[src/hdl/mcrs_pkg.sv]
// Package for the Monte Carlo complex root search core.
// Holds widths, reset values, command/status structs and the outcome codes.
// No dependencies.
package mcrs_pkg;

  localparam int unsigned StepW = 31;
  localparam int unsigned LimitW = 16;
  localparam int unsigned CapW = 32;
  localparam int unsigned CoordW = 32;
  localparam int unsigned CfgIdxW = 2;
  localparam int unsigned CfgDataW = 32;
  localparam int unsigned FracW = 24;

  localparam logic [StepW-1:0] InitialStepRst = 31'd16777216;
  localparam logic [LimitW-1:0] TrialLimitRst = 16'd10;
  localparam logic [StepW-1:0] ToleranceRst = 31'd168;
  localparam logic [CapW-1:0] IterationCapRst = 32'hFFFF_FFFF;

  localparam logic [CfgIdxW-1:0] RegInitialStep = 2'd0;
  localparam logic [CfgIdxW-1:0] RegTrialLimit = 2'd1;
  localparam logic [CfgIdxW-1:0] RegTolerance = 2'd2;
  localparam logic [CfgIdxW-1:0] RegIterationCap = 2'd3;

  localparam logic [1:0] OutcomeResidual = 2'd0;
  localparam logic [1:0] OutcomeStep = 2'd1;
  localparam logic [1:0] OutcomeCap = 2'd2;

  localparam logic [15:0] LcgMul = 16'd2053;
  localparam logic [15:0] LcgAdd = 16'd13849;
  localparam logic [15:0] LcgSeed = 16'd1;

  // Datapath operations issued by the controller states.
  typedef enum logic [3:0] {
    OpNone,
    OpLoad,
    OpTrialX,
    OpTrialY,
    OpMulXx,
    OpMulYy,
    OpMulXy,
    OpSumUv,
    OpSqU,
    OpSqV,
    OpMag,
    OpTol,
    OpUpdate
  } op_e;

  typedef struct packed {
    op_e  op;
    logic use_best;
  } cmd_t;

  typedef struct packed {
    logic step_small;
    logic cap_hit;
    logic improved;
    logic below_tol;
    logic halve;
  } status_t;

endpackage

[src/hdl/mcrs_ctrl.sv]
// Controller state machine of the root search core.
// Sequences load, trial draws, residual steps and the stop tests. Uses mcrs_pkg.
module mcrs_ctrl (
  input  logic              clk_i,
  input  logic              rst_ni,
  input  logic              in_valid_i,
  output logic              in_ready_o,
  output logic              out_valid_o,
  input  logic              out_ready_i,
  output logic [1:0]        outcome_o,
  output logic              capture_o,
  output mcrs_pkg::cmd_t    cmd_o,
  input  mcrs_pkg::status_t status_i
);
  import mcrs_pkg::*;

  typedef enum logic [3:0] {
    StIdle, StXx, StYy, StXy, StUv, StSqU, StSqV, StMag,
    StTest, StTx, StTy, StUpdate, StDone
  } state_e;

  state_e state_q;
  logic trial_q;
  logic out_valid_q;
  logic [1:0] outcome_q;

  always_comb begin
    cmd_o.use_best = trial_q;
    case (state_q)
      StIdle: cmd_o.op = (in_valid_i && !out_valid_q) ? OpLoad : OpNone;
      StXx: cmd_o.op = OpMulXx;
      StYy: cmd_o.op = OpMulYy;
      StXy: cmd_o.op = OpMulXy;
      StUv: cmd_o.op = OpSumUv;
      StSqU: cmd_o.op = OpSqU;
      StSqV: cmd_o.op = OpSqV;
      StMag: cmd_o.op = trial_q ? OpNone : OpMag;
      StTx: cmd_o.op = OpTrialX;
      StTy: cmd_o.op = OpTrialY;
      StUpdate: cmd_o.op = OpUpdate;
      default: cmd_o.op = OpNone;
    endcase
  end

  always_ff @(posedge clk_i or negedge rst_ni) begin
    if (!rst_ni) begin
      state_q <= StIdle;
      trial_q <= 1'b0;
      out_valid_q <= 1'b0;
      outcome_q <= OutcomeResidual;
    end else begin
      if (out_valid_q && out_ready_i) out_valid_q <= 1'b0;
      case (state_q)
        StIdle: if (in_valid_i && !out_valid_q) begin
          trial_q <= 1'b0;
          state_q <= StXx;
        end
        StXx: state_q <= StYy;
        StYy: state_q <= StXy;
        StXy: state_q <= StUv;
        StUv: state_q <= StSqU;
        StSqU: state_q <= StSqV;
        StSqV: state_q <= trial_q ? StUpdate : StMag;
        StMag: state_q <= StTest;
        StTest: begin
          if (status_i.step_small) begin
            outcome_q <= OutcomeStep;
            state_q <= StDone;
          end else if (status_i.cap_hit) begin
            outcome_q <= OutcomeCap;
            state_q <= StDone;
          end else begin
            trial_q <= 1'b1;
            state_q <= StTx;
          end
        end
        StTx: state_q <= StTy;
        StTy: state_q <= StXx;
        StUpdate: begin
          if (status_i.improved && status_i.below_tol) begin
            outcome_q <= OutcomeResidual;
            state_q <= StDone;
          end else begin
            state_q <= StTest;
          end
        end
        StDone: begin
          out_valid_q <= 1'b1;
          state_q <= StIdle;
        end
        default: state_q <= StIdle;
      endcase
    end
  end

  assign in_ready_o = (state_q == StIdle) && !out_valid_q;
  assign out_valid_o = out_valid_q;
  assign outcome_o = outcome_q;
  assign capture_o = (state_q == StDone);

  a_done_valid: assert property (@(posedge clk_i) disable iff (!rst_ni)
    state_q == StDone |=> out_valid_q) else $error("result not raised");
  a_hold: assert property (@(posedge clk_i) disable iff (!rst_ni)
    out_valid_q && !out_ready_i |=> out_valid_q && $stable(outcome_q))
    else $error("result dropped");
  a_no_take: assert property (@(posedge clk_i) disable iff (!rst_ni)
    state_q != StIdle |-> !in_ready_o) else $error("ready while busy");

endmodule
[config.mk]
export PLATFORM = sky130hd
export DESIGN_NAME = mcrs_ctrl
export DESIGN_NICKNAME = d
export VERILOG_FILES = /design/src/hdl/mcrs_pkg.sv /design/src/hdl/mcrs_ctrl.sv
export SDC_FILE = /design/constraint.sdc
export NUM_CORES = 1
export LEC_CHECK = 0
export BUFFER_PORTS_ARGS = -buffer_cell sky130_fd_sc_hd__buf_2
export CORE_AREA = 4 4 41 43
export CTS_BUF_LIST = sky130_fd_sc_hd__clkbuf_2 sky130_fd_sc_hd__clkbuf_4 sky130_fd_sc_hd__clkbuf_8
export CTS_CLUSTER_DIAMETER = 150
export DETAILED_ROUTE_END_ITERATION = 8
export DIE_AREA = 0 0 45 47
export PLACE_DENSITY = 0.71
export SETUP_SLACK_MARGIN = 0.2
export SLEW_MARGIN = 25
export SYNTH_ARGS = -nofsm -noshare
export SYNTH_HDL_FRONTEND = slang
export SYNTH_SLANG_ARGS = --single-unit
[constraint.sdc]
create_clock -name clk_i -period 1.4 [get_ports clk_i]
set_input_delay 0.07 -clock clk_i [delete_from_list [all_inputs] [get_ports clk_i]]
set_output_delay 0.07 -clock clk_i [all_outputs]
set_load 0.1 [all_outputs]
==> key figures <==
Timing
  • Upper clock frequency limit: 0.6497 GHz
  • Min Tclk post-route: 1.539 ns
  • Setup skew after layout: 0.008022 ns
  • Max-slew violations: 0
  • Final Cycle Share: 1.099
  • Setup violators final: 9
  • Max-slew headroom at the worst pin: 0.6776
  • Actual slew at the worst max-slew pin: 0.4870 ns
  • Final hold violations: 0
  • Worst Setup Slack, final: -0.1391 ns
  • RSZ-0062 raised after global routing: yes
  • Setup TNS after final layout: -0.9078 ns

Detailed routing
  • Amount of wire on met3 after detailed routing: 67 microns
  • Pre-Repair DR Iteration Count: 4
  • Uppermost routed layer: met4
  • Post-Route WL: 1958 microns
  • Routed length on met1: 827 microns
  • Total number of vias: 623
  • Routed wl met2: 1031 microns
  • Remaining antenna violation count after routing: 0
  • Number of vias per cell: 5.613
  • Final routed wire length divided by cell count: 17.64 microns
  • DRC violations left: 0
  • Drt initial violations: 15

Global route
  • GRT Residual Overflow: 0
  • Wire length of the first global-routing pass: 2891 microns
  • Total routing usage reported by global routing: 0.1997
  • Via count of the first global-routing pass: 656
  • Initial antenna violation count: 0
  • Pin count of the biggest net entering global routing: 9

Critical path
  • Crit-path leading delay family: compound AO/OA/AOI/OAI gates
  • Internal reg-to-reg setup slack: -0.14 ns
  • Stage delay of the slowest cell on the critical path: 0.44 ns
  • Worst setup SP type: flop
  • CP cell instances: buf_4 > buf_6 > buf_6 > o41ai_2 > a31oi_1 > a31oi_1
  • Cell with the biggest individual delay on the critical path: sky130_fd_sc_hd__dfrtp_2
  • WP data required: 1.59 ns
  • R2r worst-path depth: 6
  • Setup crit end kind: flop
  • Total number of cells along the worst setup path: 6
  • Worst EP arrival: 1.73 ns
  • Worst path bufs/invs: 3
  • CP max FO: 6
  • Critical setup path kind: reg -> reg

Synth
  • Post-synthesis cell type with the largest combined area: sky130_fd_sc_hd__dfrtp_1
  • Async set-or-reset flop fraction in the synthesized netlist: 1.000
  • Number of warnings printed during yosys synthesis: 0
  • Number of unique standard cell types used by synthesis: 34
  • Flops & latches, synth: 8
  • Gate count after technology mapping: 62
  • Sequential cell area fraction in the yosys report: 0.3419
  • Mean instance size in the synthesized netlist: 9.445 sq um
  • Number of nets in the synthesized netlist: 71
  • Post-synth EDFFs: 0
  • Area of the mapped netlist: 585.6 sq um
  • Main flop type after synthesis: sky130_fd_sc_hd__dfrtp_1
  • Area share of the largest cell type after synthesis: 0.3419
  • Most area-consuming cells after synthesis: sky130_fd_sc_hd__dfrtp_1, sky130_fd_sc_hd__nor4b_4, sky130_fd_sc_hd__buf_6

CTS
  • Root cell of the clock tree: sky130_fd_sc_hd__clkbuf_4
  • Htree depth: 1
  • Clk_lat worst skew: 0.27 ns
  • Clock buffers created by TritonCTS: 3
  • Maximum root-to-sink buffer count: 2
  • TritonCTS clock tree: yes
  • Clock slew at reported path FFs: 0.07 ns
  • # clock sinks: 8

Floorplan
  • Die height: 47 microns
  • Number of primary I/O pins: 19
  • Standard-cell row count: 13
  • Core outline area: 1301 sq um
  • Starting utilization of the core area: 0.4500
  • Width of the die: 45 microns
  • Area of the die: 2115 sq um

Finish
  • Net count of the finished layout: 106
  • Share of layout cells above drive strength 1: 0.6979
  • Post-layout instance count excluding filler cells: 111
  • Area growth, synth to finish: 83.12%
  • Most common library cell in the layout ignoring fill and taps: sky130_fd_sc_hd__buf_4
  • Antenna diode instance count: 0
  • Commonest cells after routing, fill and taps aside: sky130_fd_sc_hd__buf_4, sky130_fd_sc_hd__buf_2, sky130_fd_sc_hd__buf_12
  • Fillers: 74

Outcome
  • Status: finished, violations left
  • Violations in the final reports: setup timing

Place
  • Detailed placement HPWL: 1127 microns
  • Routability congestion estimate from global placement: 0.8152
  • Placed instance count: 97
  • Quantity of I/O buffers inserted on ports: 17

Hold path
  • Hold Crit Depth: 2
  • Type of the most critical hold path: in -> reg

Flow run
  • Max capacitance violation total: 0
-- worst register-to-register path: stages, from the launching register on --
cell,delay [ns]
sky130_fd_sc_hd__dfrtp_2,0.44
sky130_fd_sc_hd__buf_4,0.15
sky130_fd_sc_hd__buf_6,0.11
sky130_fd_sc_hd__buf_6,0.11
sky130_fd_sc_hd__o41ai_2,0.32
sky130_fd_sc_hd__a31oi_1,0.15
sky130_fd_sc_hd__a31oi_1,0.17
-- cell usage after synthesis, drive strengths merged, types with 2 or more instances --
library cell / number
and3b: 2
a31oi: 2
nand2: 4
a22o: 2
inv: 3
nor2: 3
a21oi: 3
o22ai: 3
a2bb2oi: 2
buf: 7
dfrtp: 8
nand2b: 2
a21o: 2
o21ai: 4
-- final timing paths --
check	start	end
hold / removal	status_i[4]	outcome_o[1]
setup reg to reg	state_q[1]	trial_q
max in group asynchronous	rst_ni	state_q[2]
hold reg to reg	outcome_o[1]	outcome_o[1]
setup / recovery	state_q[1]	trial_q
min in group asynchronous	rst_ni	trial_q
-- flip-flops by register name (all words and copies together) (netlist names) --
register     cells
out_valid_o      1
outcome_o        2
trial_q          1
state_q          4
-- final cells by class --
cell class | count | area [sq um] | area share
clock buffer | 4 | 30.03 | 0.02800
inverter | 3 | 11.26 | 0.01050
multi-input combinational | 44 | 447.9 | 0.4177
sequential | 8 | 209.0 | 0.1949
tap | 15 | 18.77 | 0.01750
timing repair buffer | 37 | 355.3 | 0.3314
-- routing by layer --
layer	GRT usage	vias up
met4	0.08187	0
met1	0.2251	309
met5	0	-
li1	-	295
met2	0.3503	13
met3	0.06130	6
-- repair_timing --
item,4_1_cts,5_1_grt
cloned,0,0
buffers inserted,6,3
setup endpoints to repair,14,12
hold buffers,1,0
resized for setup,19,5
endpoints found under the hold margin,8,0
pin swaps,7,4
-- cell families (layout without fill, tap and decap cells) --
| kind of cell | Yosys count | in the layout | synth area share |
|---|---|---|---|
| AOI/OAI and AO/OA | 24 | 24 | 0.3034 |
| buffers and inverters | 10 | 44 | 0.1090 |
| and+or+nand+nor | 17 | 17 | 0.1945 |
| DFF | 8 | 8 | 0.3419 |
| muxes | 2 | 2 | 0.03632 |
| xor gates and xnor gates | 1 | 1 | 0.01496 |
-- stage by stage --
stage	hold slack [ns]	setup slack, ns	util	area (sq um)
final	0.04617	-0.1391	0.8240	1072
after CTS	0.03462	-0.1268	0.7904	1028
after global routing	0.05626	-0.2130	0.8240	1072
after detailed placement	-0.07318	0.03875	0.6663	867.1
after global placement	-0.08161	0.06259	0.6663	867.1
after floorplan	-0.2256	-0.1324	-	666.9
Power is left out: the tool's default activity adds up to more than one toggle a clock period on the data nets, which glitch-free logic cannot reach.
